$ cat src/kecat_pkg.sv
`timescale 1ns / 1ps
// ----------------------------------------------------------------------------
// kecat_pkg: shared types for the k-th earliest active channel time block
// Time and rank types, channel limits and the result record.
// ----------------------------------------------------------------------------
package kecat_pkg;

    localparam int MAX_CH  = 8;
    localparam int TIME_W  = 32;
    localparam int RANK_W  = 3;
    localparam int COUNT_W = RANK_W + 1;

    typedef logic signed [TIME_W-1:0] t_time;
    typedef logic [RANK_W-1:0]        t_rank;
    typedef logic [COUNT_W-1:0]       t_count;
    typedef logic [MAX_CH-1:0]        t_mask;

    typedef struct packed {
        logic  found;
        t_time sel_time;
    } t_result;

endpackage

$ cat src/kecat_select.sv
`timescale 1ns / 1ps
// ----------------------------------------------------------------------------
// kecat_select: rank-and-select logic
// Ranks every active channel time against all others in parallel and picks
// the time whose rank equals the configured rank.
// ----------------------------------------------------------------------------
module kecat_select #(
    parameter int CHANNELS = 8
) (
    input  kecat_pkg::t_mask   i_mask,
    input  kecat_pkg::t_time   i_time [CHANNELS],
    input  kecat_pkg::t_rank   i_rank,
    output kecat_pkg::t_result o_result
);

    logic [CHANNELS-1:0] w_active;
    logic [CHANNELS-1:0] w_hit;

    always_comb begin
        for (int i = 0; i < CHANNELS; i++) begin
            w_active[i] = i_mask[i];
        end
    end

    always_comb begin
        kecat_pkg::t_count cnt;
        logic              earlier;
        for (int i = 0; i < CHANNELS; i++) begin
            cnt = '0;
            for (int j = 0; j < CHANNELS; j++) begin
                earlier = (i_time[j] < i_time[i]) || ((i_time[j] == i_time[i]) && (j < i));
                if (j != i && w_active[j] && earlier) begin
                    cnt = cnt + kecat_pkg::t_count'(1);
                end
            end
            w_hit[i] = w_active[i] && (cnt == {1'b0, i_rank});
        end
    end

    always_comb begin
        kecat_pkg::t_time acc;
        acc = '0;
        for (int i = 0; i < CHANNELS; i++) begin
            if (w_hit[i]) begin
                acc = acc | i_time[i];
            end
        end
        o_result.found    = |w_hit;
        o_result.sel_time = acc;
    end

endmodule

$ cat src/kth_earliest_active_channel_time.sv
`timescale 1ns / 1ps
// ----------------------------------------------------------------------------
// kth_earliest_active_channel_time: order-statistic select over channel times
// Input channel (i_in_valid / o_in_stall) carries one event: an activity mask
// and one signed Q16.16 time per channel. Output channel (o_out_valid /
// i_out_stall) returns one transaction per event: o_out_found and the time
// at zero-based rank i_cfg_wdata (written with i_cfg_we) among the active
// channel times in ascending order; zero and not found when too few
// channels are active. Mask bits at or above CHANNELS are ignored.
// The input register loads at the edge that accepts the event; the parallel
// compare, rank count and select then feed the result register, which loads
// whenever it is empty or its result is taken. One event is accepted every
// cycle while the output is taken. When the receiver stalls, the result
// register holds and the input register fills; o_in_stall rises once both
// are occupied.
// Reset clears both valid flags and sets the rank to zero.
// ----------------------------------------------------------------------------
module kth_earliest_active_channel_time #(
    parameter int CHANNELS = 8
) (
    input  logic                    i_clk,
    input  logic                    i_rst_n,
    input  logic                    i_cfg_we,
    input  kecat_pkg::t_rank        i_cfg_wdata,
    input  logic                    i_in_valid,
    output logic                    o_in_stall,
    input  kecat_pkg::t_mask        i_active_mask,
    input  kecat_pkg::t_time        i_time_ch0,
    input  kecat_pkg::t_time        i_time_ch1,
    input  kecat_pkg::t_time        i_time_ch2,
    input  kecat_pkg::t_time        i_time_ch3,
    input  kecat_pkg::t_time        i_time_ch4,
    input  kecat_pkg::t_time        i_time_ch5,
    input  kecat_pkg::t_time        i_time_ch6,
    input  kecat_pkg::t_time        i_time_ch7,
    output logic                    o_out_valid,
    input  logic                    i_out_stall,
    output logic                    o_out_found,
    output kecat_pkg::t_time        o_out_selected_time
);

    kecat_pkg::t_time   w_in_time [kecat_pkg::MAX_CH];
    kecat_pkg::t_rank   r_rank;
    logic               r_in_vld;
    kecat_pkg::t_mask   r_mask;
    kecat_pkg::t_time   r_time [CHANNELS];
    logic               r_out_vld;
    kecat_pkg::t_result r_out;
    kecat_pkg::t_result w_res;
    kecat_pkg::t_mask   w_ch_mask;
    logic               w_out_adv;
    logic               w_in_adv;

    assign w_in_time[0] = i_time_ch0;
    assign w_in_time[1] = i_time_ch1;
    assign w_in_time[2] = i_time_ch2;
    assign w_in_time[3] = i_time_ch3;
    assign w_in_time[4] = i_time_ch4;
    assign w_in_time[5] = i_time_ch5;
    assign w_in_time[6] = i_time_ch6;
    assign w_in_time[7] = i_time_ch7;

    always_comb begin
        for (int i = 0; i < kecat_pkg::MAX_CH; i++) begin
            w_ch_mask[i] = (i < CHANNELS);
        end
    end

    assign w_out_adv  = !r_out_vld || !i_out_stall;
    assign w_in_adv   = !r_in_vld || w_out_adv;
    assign o_in_stall = !w_in_adv;

    always_ff @(posedge i_clk) begin
        if (!i_rst_n) begin
            r_rank <= '0;
        end else if (i_cfg_we) begin
            r_rank <= i_cfg_wdata;
        end
    end

    always_ff @(posedge i_clk) begin
        if (!i_rst_n) begin
            r_in_vld <= 1'b0;
        end else if (w_in_adv) begin
            r_in_vld <= i_in_valid;
        end
    end

    always_ff @(posedge i_clk) begin
        if (w_in_adv && i_in_valid) begin
            r_mask <= i_active_mask & w_ch_mask;
            for (int i = 0; i < CHANNELS; i++) begin
                r_time[i] <= w_in_time[i];
            end
        end
    end

    kecat_select #(
        .CHANNELS (CHANNELS)
    ) u_select (
        .i_mask   (r_mask),
        .i_time   (r_time),
        .i_rank   (r_rank),
        .o_result (w_res)
    );

    always_ff @(posedge i_clk) begin
        if (!i_rst_n) begin
            r_out_vld <= 1'b0;
        end else if (w_out_adv) begin
            r_out_vld <= r_in_vld;
        end
    end

    always_ff @(posedge i_clk) begin
        if (w_out_adv && r_in_vld) begin
            r_out <= w_res;
        end
    end

    assign o_out_valid         = r_out_vld;
    assign o_out_found         = r_out.found;
    assign o_out_selected_time = r_out.sel_time;

`ifndef SYNTHESIS
    a_reset_empty: assert property (@(posedge i_clk)
        !i_rst_n |=> !r_in_vld && !r_out_vld)
        else $error("pipeline not empty after reset");

    a_stall_cause: assert property (@(posedge i_clk) disable iff (!i_rst_n)
        o_in_stall |-> r_in_vld && r_out_vld && i_out_stall)
        else $error("input stalled without a full pipeline");

    a_found_count: assert property (@(posedge i_clk) disable iff (!i_rst_n)
        r_in_vld |-> w_res.found == ($countones(r_mask) > r_rank))
        else $error("found flag disagrees with active channel count");

    a_zero_miss: assert property (@(posedge i_clk) disable iff (!i_rst_n)
        r_out_vld && !r_out.found |-> r_out.sel_time == '0)
        else $error("nonzero time without a selection");
`endif

endmodule

$ cat config.mk
export PLATFORM = sky130hd
export DESIGN_NAME = kth_earliest_active_channel_time
export DESIGN_NICKNAME = d
export VERILOG_FILES = /design/src/kecat_pkg.sv /design/src/kecat_select.sv /design/src/kth_earliest_active_channel_time.sv
export SDC_FILE = /design/constraint.sdc
export NUM_CORES = 2
export LEC_CHECK = 0
export BUFFER_PORTS_ARGS = -buffer_cell sky130_fd_sc_hd__buf_4
export CORE_UTILIZATION = 57
export CTS_BUF_LIST = sky130_fd_sc_hd__clkbuf_8
export DETAILED_ROUTE_END_ITERATION = 7
export PLACE_DENSITY = 0.91
export REMOVE_ABC_BUFFERS = 1
export SLEW_MARGIN = 30
export SYNTH_ARGS = -nofsm -noshare
export SYNTH_HDL_FRONTEND = slang
export SYNTH_SLANG_ARGS = --single-unit
$ cat constraint.sdc
create_clock -name i_clk -period 15.5 [get_ports i_clk]
set_clock_uncertainty 0.05 [all_clocks]
set_input_delay 3.1 -clock i_clk [delete_from_list [all_inputs] [get_ports i_clk]]
set_output_delay 3.1 -clock i_clk [all_outputs]
set_load 0.02 [all_outputs]
=== Word level (Yosys, flattened, before mapping) ===
Index checks and enable logic that the tools add are counted.

* Bits in registers: 302
* Logic and storage cells: 326

* $add $sub $neg: 48
* Order comparisons: 56
* Eq/ne operators: 36
* Multiplexer cells: 64
* Bitwise operators: 7
* Reductions and logical operators: 101

{| class="wikitable"
|+ Operators with widths
! kind !! count
|-
| $lt A32 B32 Y1 || 56
|-
| $eq A32 B32 Y1 || 28
|-
| $mux W32 || 8
|-
| $or A32 B32 Y32 || 7
|-
| $mux W4 || 48
|-
| $add A4 B1 Y4 const B || 47
|-
| $logic_and A1 B1 Y1 || 66
|-
| $eq A4 B3 Y1 || 8
|-
| $logic_or A1 B1 Y1 || 30
|-
| $mux W1 || 8
|-
| $reduce_or A8 Y1 || 1
|-
| $logic_not A1 Y1 || 4
|-
| $add A1 B1 Y2 const B || 1
|}

=== Logic depth before layout (Yosys ltp) ===
* Word-level depth: 32
* Mapped depth: 45
* Gate-level depth less buffers: 44

=== Hierarchy ===
From an unflattened synthesis, not the netlist that was laid out.

* Cells, all modules: 3,727
* Area total of the unflattened synthesis: 35,869.4 sq um

{| class="wikitable"
|+ By module, submodules not included
! module !! instances !! cells an instance !! area each (sq um) !! sequential area each (sq um)
|-
| kecat_select || 1 || 3,413 || 26,758.2 || 0.0
|-
| kth_earliest_active_channel_time || 1 || 314 || 9,111.2 || 9,018.6
|}

=== Worst setup path after synthesis ===
No wires, ideal clock.

* Kind: input port to flip-flop
* Start: in i_out_stall
* End: reg r_mask[0], enable pin
* Data arrival time: 14,897 ps
* Data required time: 14,531 ps
* Path slack: -366 ps
* Cell stages on the path: 2
* Path buffers: 0
* Cell sequence: and3_1 nor2b_1

* Word-level cells in the longest chain between the ends: 4

{| class="wikitable"
|+ RTL lines
! element !! line !! source
|-
| from (decl) || kth_earliest_active_channel_time.sv:37 || <nowiki>input logic i_out_stall,</nowiki>
|-
| $logic_not A1 Y1 || kth_earliest_active_channel_time.sv:69 || <nowiki>assign w_out_adv = !r_out_vld || !i_out_stall;</nowiki>
|-
| $logic_or A1 B1 Y1 || kth_earliest_active_channel_time.sv:69 ||
|-
| $logic_or A1 B1 Y1 || kth_earliest_active_channel_time.sv:70 || <nowiki>assign w_in_adv = !r_in_vld || w_out_adv;</nowiki>
|-
| $logic_and A1 B1 Y1 || kth_earliest_active_channel_time.sv:90 || <nowiki>if (w_in_adv && i_in_valid) begin</nowiki>
|-
| to (signal assigned) || kth_earliest_active_channel_time.sv:91 || <nowiki>r_mask <= i_active_mask & w_ch_mask;</nowiki>
|-
| to (decl) || kth_earliest_active_channel_time.sv:45 || <nowiki>kecat_pkg::t_mask r_mask;</nowiki>
|}

No other way between the ends.
A chain may end at the register's enable or synchronous reset.

==> impl_metrics.prom <==
# TYPE chip_impl_metric gauge
chip_impl_info{name="run_status",value="complete, no violations"} 1
chip_impl_info{name="cts.root.buffer_cell",value="sky130_fd_sc_hd__clkbuf_8"} 1
chip_impl_metric{name="postSynthRegisterBits",unit=""} 302
chip_impl_metric{name="finalHoldViolations",unit=""} 0
chip_impl_metric{name="worst_path_arrival",unit="ns"} 9.72
chip_impl_metric{name="place.gp.congestion",unit=""} 1.116
chip_impl_metric{name="grt_start_max_net_pins",unit=""} 74
chip_impl_metric{name="powerDensity",unit="mW/mm²"} 85.74
chip_impl_info{name="worst_setup_start_kind",value="register"} 1
chip_impl_metric{name="post-route-cell-area",unit="mm²"} 0.04071
chip_impl_metric{name="cts_made_buffers",unit=""} 51
chip_impl_metric{name="cts_hold_buf",unit=""} 0
chip_impl_metric{name="yosys_warnings",unit=""} 0
chip_impl_metric{name="synth_area",unit="mm²"} 0.03630
chip_impl_info{name="worstSetupStartpoint",value="r_time[169]"} 1
chip_impl_metric{name="power.ir.vdd_worst",unit="µV"} 100.0
chip_impl_metric{name="period_minus_slack",unit="ns"} 9.247
chip_impl_metric{name="drt_first_iter_violations",unit=""} 3990
chip_impl_metric{name="via_count",unit=""} 34710
chip_impl_metric{name="vias_in_the_first_global_route",unit=""} 33270
chip_impl_metric{name="cts.clk_slew.worst_paths",unit="ns"} 0.06
chip_impl_info{name="synth_area_leader_cell",value="sky130_fd_sc_hd__ha_1"} 1
chip_impl_metric{name="drt-wirelength-per-cell",unit="µm"} 30.45
chip_impl_metric{name="synth.lib_cells_used.distinct",unit=""} 103
chip_impl_metric{name="n_fill_cell",unit=""} 5254
chip_impl_metric{name="syn_inst",unit=""} 3828
chip_impl_metric{name="height_of_the_chip",unit="µm"} 254.4
chip_impl_metric{name="pre_cts_slack",unit="ns"} 6.551
chip_impl_metric{name="drv_slew",unit=""} 0
chip_impl_metric{name="fin_hold_ws",unit="ns"} 0.5116
chip_impl_metric{name="setup_violations_final",unit=""} 0
chip_impl_info{name="critical_path.slowest_cell",value="sky130_fd_sc_hd__a311oi_4"} 1
chip_impl_info{name="min_path_type",value="reg2reg"} 1
chip_impl_info{name="synth_flop_cell",value="sky130_fd_sc_hd__edfxtp_1"} 1
chip_impl_metric{name="post_route_drc_violation_count",unit=""} 0
chip_impl_metric{name="synth.avg_cell_area",unit="µm²"} 9.483
chip_impl_metric{name="routed_wirelength",unit="µm"} 153700
chip_impl_metric{name="power.leakage",unit="µW"} 0.01895
chip_impl_metric{name="required",unit="ns"} 15.97
chip_impl_info{name="rsz0062_at_grt",value="no"} 1
chip_impl_metric{name="post_route_cells_drive_above_1_share",unit="%"} 12.26
chip_impl_info{name="worstReg2RegStart",value="r_time[169]"} 1
chip_impl_metric{name="clock_path_buffers",unit=""} 3
chip_impl_metric{name="combined_flip_flop_and_latch_cell_area",unit="mm²"} 0.009019
chip_impl_metric{name="routed_via_density",unit=""} 6.876
chip_impl_metric{name="grt_util_all_layers",unit="%"} 46.77
chip_impl_metric{name="areaGrowthSynthToFinish",unit="%"} 12.14
chip_impl_metric{name="number_of_top_level_design_ports",unit=""} 307
chip_impl_info{name="cts_tree",value="done"} 1
chip_impl_info{name="critical_path.endpoint_type",value="register"} 1
chip_impl_metric{name="nets",unit=""} 5377
chip_impl_metric{name="final_clock_period_utilization_by_the_worst_path",unit="%"} 59.66
chip_impl_metric{name="core-area",unit="mm²"} 0.06297
chip_impl_info{name="worst_path_most_repeated_cell",value="sky130_fd_sc_hd__ha_1"} 1
chip_impl_metric{name="fraction_of_synthesis_flops_using_an_asynchronous_set_or_reset_pin",unit="%"} 0
chip_impl_metric{name="core.rowCount",unit=""} 92
chip_impl_metric{name="post-synth-top-area-fraction",unit="%"} 32.54
chip_impl_metric{name="floorplan.die.width",unit="µm"} 254.4
chip_impl_metric{name="critical_path.max_stage_delay",unit="ns"} 0.68
chip_impl_metric{name="max_capacitance_violation_total",unit=""} 0
chip_impl_info{name="criticalPathCategory",value="reg2reg"} 1
chip_impl_metric{name="critPathMaxFanout",unit=""} 25
chip_impl_metric{name="setup_ws",unit="ns"} 6.253
chip_impl_metric{name="grt.overflow.total",unit=""} 0
chip_impl_metric{name="synth_enable_flop_cells",unit=""} 297
chip_impl_metric{name="postcts_resize_cnt",unit=""} 0
chip_impl_info{name="netlist_top_cells_area",value="sky130_fd_sc_hd__ha_1, sky130_fd_sc_hd__edfxtp_1, sky130_fd_sc_hd__a21oi_1"} 1
chip_impl_metric{name="place.detailed.hpwl",unit="µm"} 122500
chip_impl_metric{name="route.antenna.remaining_nets",unit=""} 0
chip_impl_metric{name="tightest_slew",unit="ns"} 1.093
chip_impl_info{name="timing.hold.worst.start",value="r_in_vld"} 1
chip_impl_metric{name="post_cts_buffers",unit=""} 0
chip_impl_metric{name="placedInstanceArea",unit="mm²"} 0.03972
chip_impl_metric{name="initial_core_util",unit="%"} 57.65
chip_impl_metric{name="max_slew_margin",unit="%"} 26.38
chip_impl_metric{name="grt_antenna_before_repair",unit=""} 3
chip_impl_metric{name="cts_max_level",unit=""} 2
chip_impl_metric{name="worst_skew_pair_later_pin_latency",unit="ns"} 0.68
chip_impl_metric{name="grt_first_pass_wirelength",unit="µm"} 217800
chip_impl_metric{name="fmaxAchievable",unit="MHz"} 108.1
chip_impl_metric{name="firstDrtPassIters",unit=""} 6
chip_impl_metric{name="synth_sequential_area_ratio",unit="%"} 24.84
chip_impl_metric{name="clock_sink_count",unit=""} 302
chip_impl_metric{name="multiInputGateArea",unit="mm²"} 0.02583
chip_impl_metric{name="portBuffers",unit=""} 306
chip_impl_metric{name="design.die.area",unit="mm²"} 0.06470
## state kept, by name, summed over array words and instances, names as in the netlist
signal / cells
r_time: 256
o_out_valid: 1
o_out_found: 1
r_mask: 8
o_out_selected_time: 32
r_rank: 3
r_in_vld: 1
## Yosys cell counts, types with 11 or more instances
cell	number
sky130_fd_sc_hd__ha_1	944
sky130_fd_sc_hd__inv_1	336
sky130_fd_sc_hd__nand2_1	305
sky130_fd_sc_hd__a21oi_1	299
sky130_fd_sc_hd__edfxtp_1	297
sky130_fd_sc_hd__nand4_1	176
sky130_fd_sc_hd__o21ai_0	137
sky130_fd_sc_hd__nor2_1	131
sky130_fd_sc_hd__nand3_1	80
sky130_fd_sc_hd__a21o_1	78
sky130_fd_sc_hd__xnor2_1	68
sky130_fd_sc_hd__nor2b_1	63
sky130_fd_sc_hd__nor3_1	61
sky130_fd_sc_hd__o211ai_1	47
sky130_fd_sc_hd__a211o_1	41
sky130_fd_sc_hd__o2111ai_1	40
sky130_fd_sc_hd__a211oi_1	38
sky130_fd_sc_hd__nand2b_1	38
sky130_fd_sc_hd__o21a_1	36
sky130_fd_sc_hd__a32oi_1	35
sky130_fd_sc_hd__clkbuf_1	32
sky130_fd_sc_hd__o22ai_2	31
sky130_fd_sc_hd__nor4_1	30
sky130_fd_sc_hd__and2_1	25
sky130_fd_sc_hd__xor2_1	25
sky130_fd_sc_hd__a31oi_1	24
sky130_fd_sc_hd__and3_1	23
sky130_fd_sc_hd__o31ai_1	21
sky130_fd_sc_hd__mux2i_1	20
sky130_fd_sc_hd__buf_2	19
sky130_fd_sc_hd__and4_1	18
sky130_fd_sc_hd__a221oi_1	16
sky130_fd_sc_hd__o21bai_1	15
sky130_fd_sc_hd__a21boi_0	14
sky130_fd_sc_hd__or3_1	14
sky130_fd_sc_hd__nand3b_1	13
sky130_fd_sc_hd__a22oi_1	12
sky130_fd_sc_hd__mux2_2	11
sky130_fd_sc_hd__or4_1	11
## layout by cell type, fill, tap and decap left out, types with 15 or more instances in the layout
| master | instances |
|---|---|
| sky130_fd_sc_hd__o31ai_1 | 21 |
| sky130_fd_sc_hd__and4_1 | 18 |
| sky130_fd_sc_hd__o21ai_0 | 136 |
| sky130_fd_sc_hd__nand2_1 | 305 |
| sky130_fd_sc_hd__nor2_1 | 131 |
| sky130_fd_sc_hd__nand4_1 | 176 |
| sky130_fd_sc_hd__mux2i_1 | 20 |
| sky130_fd_sc_hd__ha_1 | 944 |
| sky130_fd_sc_hd__nor2b_1 | 62 |
| sky130_fd_sc_hd__a21oi_1 | 299 |
| sky130_fd_sc_hd__a31oi_1 | 24 |
| sky130_fd_sc_hd__o2111ai_1 | 40 |
| sky130_fd_sc_hd__xor2_1 | 25 |
| sky130_fd_sc_hd__edfxtp_1 | 297 |
| sky130_fd_sc_hd__nand3_1 | 80 |
| sky130_fd_sc_hd__o21a_1 | 36 |
| sky130_fd_sc_hd__o21bai_1 | 15 |
| sky130_fd_sc_hd__inv_1 | 356 |
| sky130_fd_sc_hd__clkbuf_8 | 53 |
| sky130_fd_sc_hd__xnor2_1 | 67 |
| sky130_fd_sc_hd__nor3_1 | 60 |
| sky130_fd_sc_hd__and2_1 | 25 |
| sky130_fd_sc_hd__a21o_1 | 78 |
| sky130_fd_sc_hd__o211ai_1 | 47 |
| sky130_fd_sc_hd__a211o_1 | 41 |
| sky130_fd_sc_hd__a221oi_1 | 16 |
| sky130_fd_sc_hd__nor4_1 | 28 |
| sky130_fd_sc_hd__a211oi_1 | 38 |
| sky130_fd_sc_hd__buf_4 | 336 |
| sky130_fd_sc_hd__and3_1 | 23 |
| sky130_fd_sc_hd__a32oi_1 | 35 |
| sky130_fd_sc_hd__nand2b_1 | 38 |
| sky130_fd_sc_hd__o22ai_2 | 31 |
## through the flow
stage	TNS, ns	instances	total power [µW]	utilization (%)
final	0	5048	3490	64.65
after global routing	0	5045	3647	64.64
after CTS	0	5045	3430	64.63
after detailed placement	0	4954	2709	63.09
after global placement	0	4953	2666	63.06
after floorplan	-96.70	3770	2145	-
## per-layer routing
metal,vias up,track usage (%),part of all wire (%)
met1,16140,54.13,36
met5,-,0,0.031
li1,15490,-,-
met2,2322,72.57,43
met3,746,12.42,11
met4,8,38.69,10
## path summary, 6_finish.rpt
kind,slack [ns],cells past startpoint,to
worst max-delay path,6.25,43,o_out_selected_time[23]
worst min-delay path,0.51,2,o_out_valid
worst max register to register,6.25,43,o_out_selected_time[23]
worst min register to register,0.51,2,o_out_valid
## cell families (layout without fill, tap and decap cells)
family	Yosys count	after routing	share of synthesized area (%)
simple gates	1029	1029	14.67
compound gates	1010	1010	19.50
fa+ha+maj	944	944	32.54
buf+inv	400	771	4.295
flops	302	302	24.84
xor+xnor	111	111	3.236
mux	32	32	0.9237
other cells	0	3	0
## critical path, delay by kind of cell (launching register included)
family	cells	cell delay, ns
buffers and inverters	5	1.00
AOI/OAI and AO/OA	15	3.58
and+or+nand+nor	15	2.10
DFF	1	0.42
adders and majority gates	6	1.60
xor gates and xnor gates	2	0.29
## where the power goes
part           internal [µW]  switching, µW  leakage, µW
Clock                    366            356     0.000570
Sequential              1000            115      0.00293
Combinational            656            995       0.0154
## area by class of cell
| cell class | instances | area share [%] |
|---|---|---|
| clock buffer | 53 | 1.792 |
| inverter | 342 | 3.154 |
| antenna | 3 | 0.01844 |
| sequential | 302 | 22.16 |
| tap | 846 | 2.600 |
| clock inverter | 38 | 0.5963 |
| timing repair buffer | 338 | 6.237 |
| multi-input combinational | 3126 | 63.45 |
(Power assumes the default switching activity.)
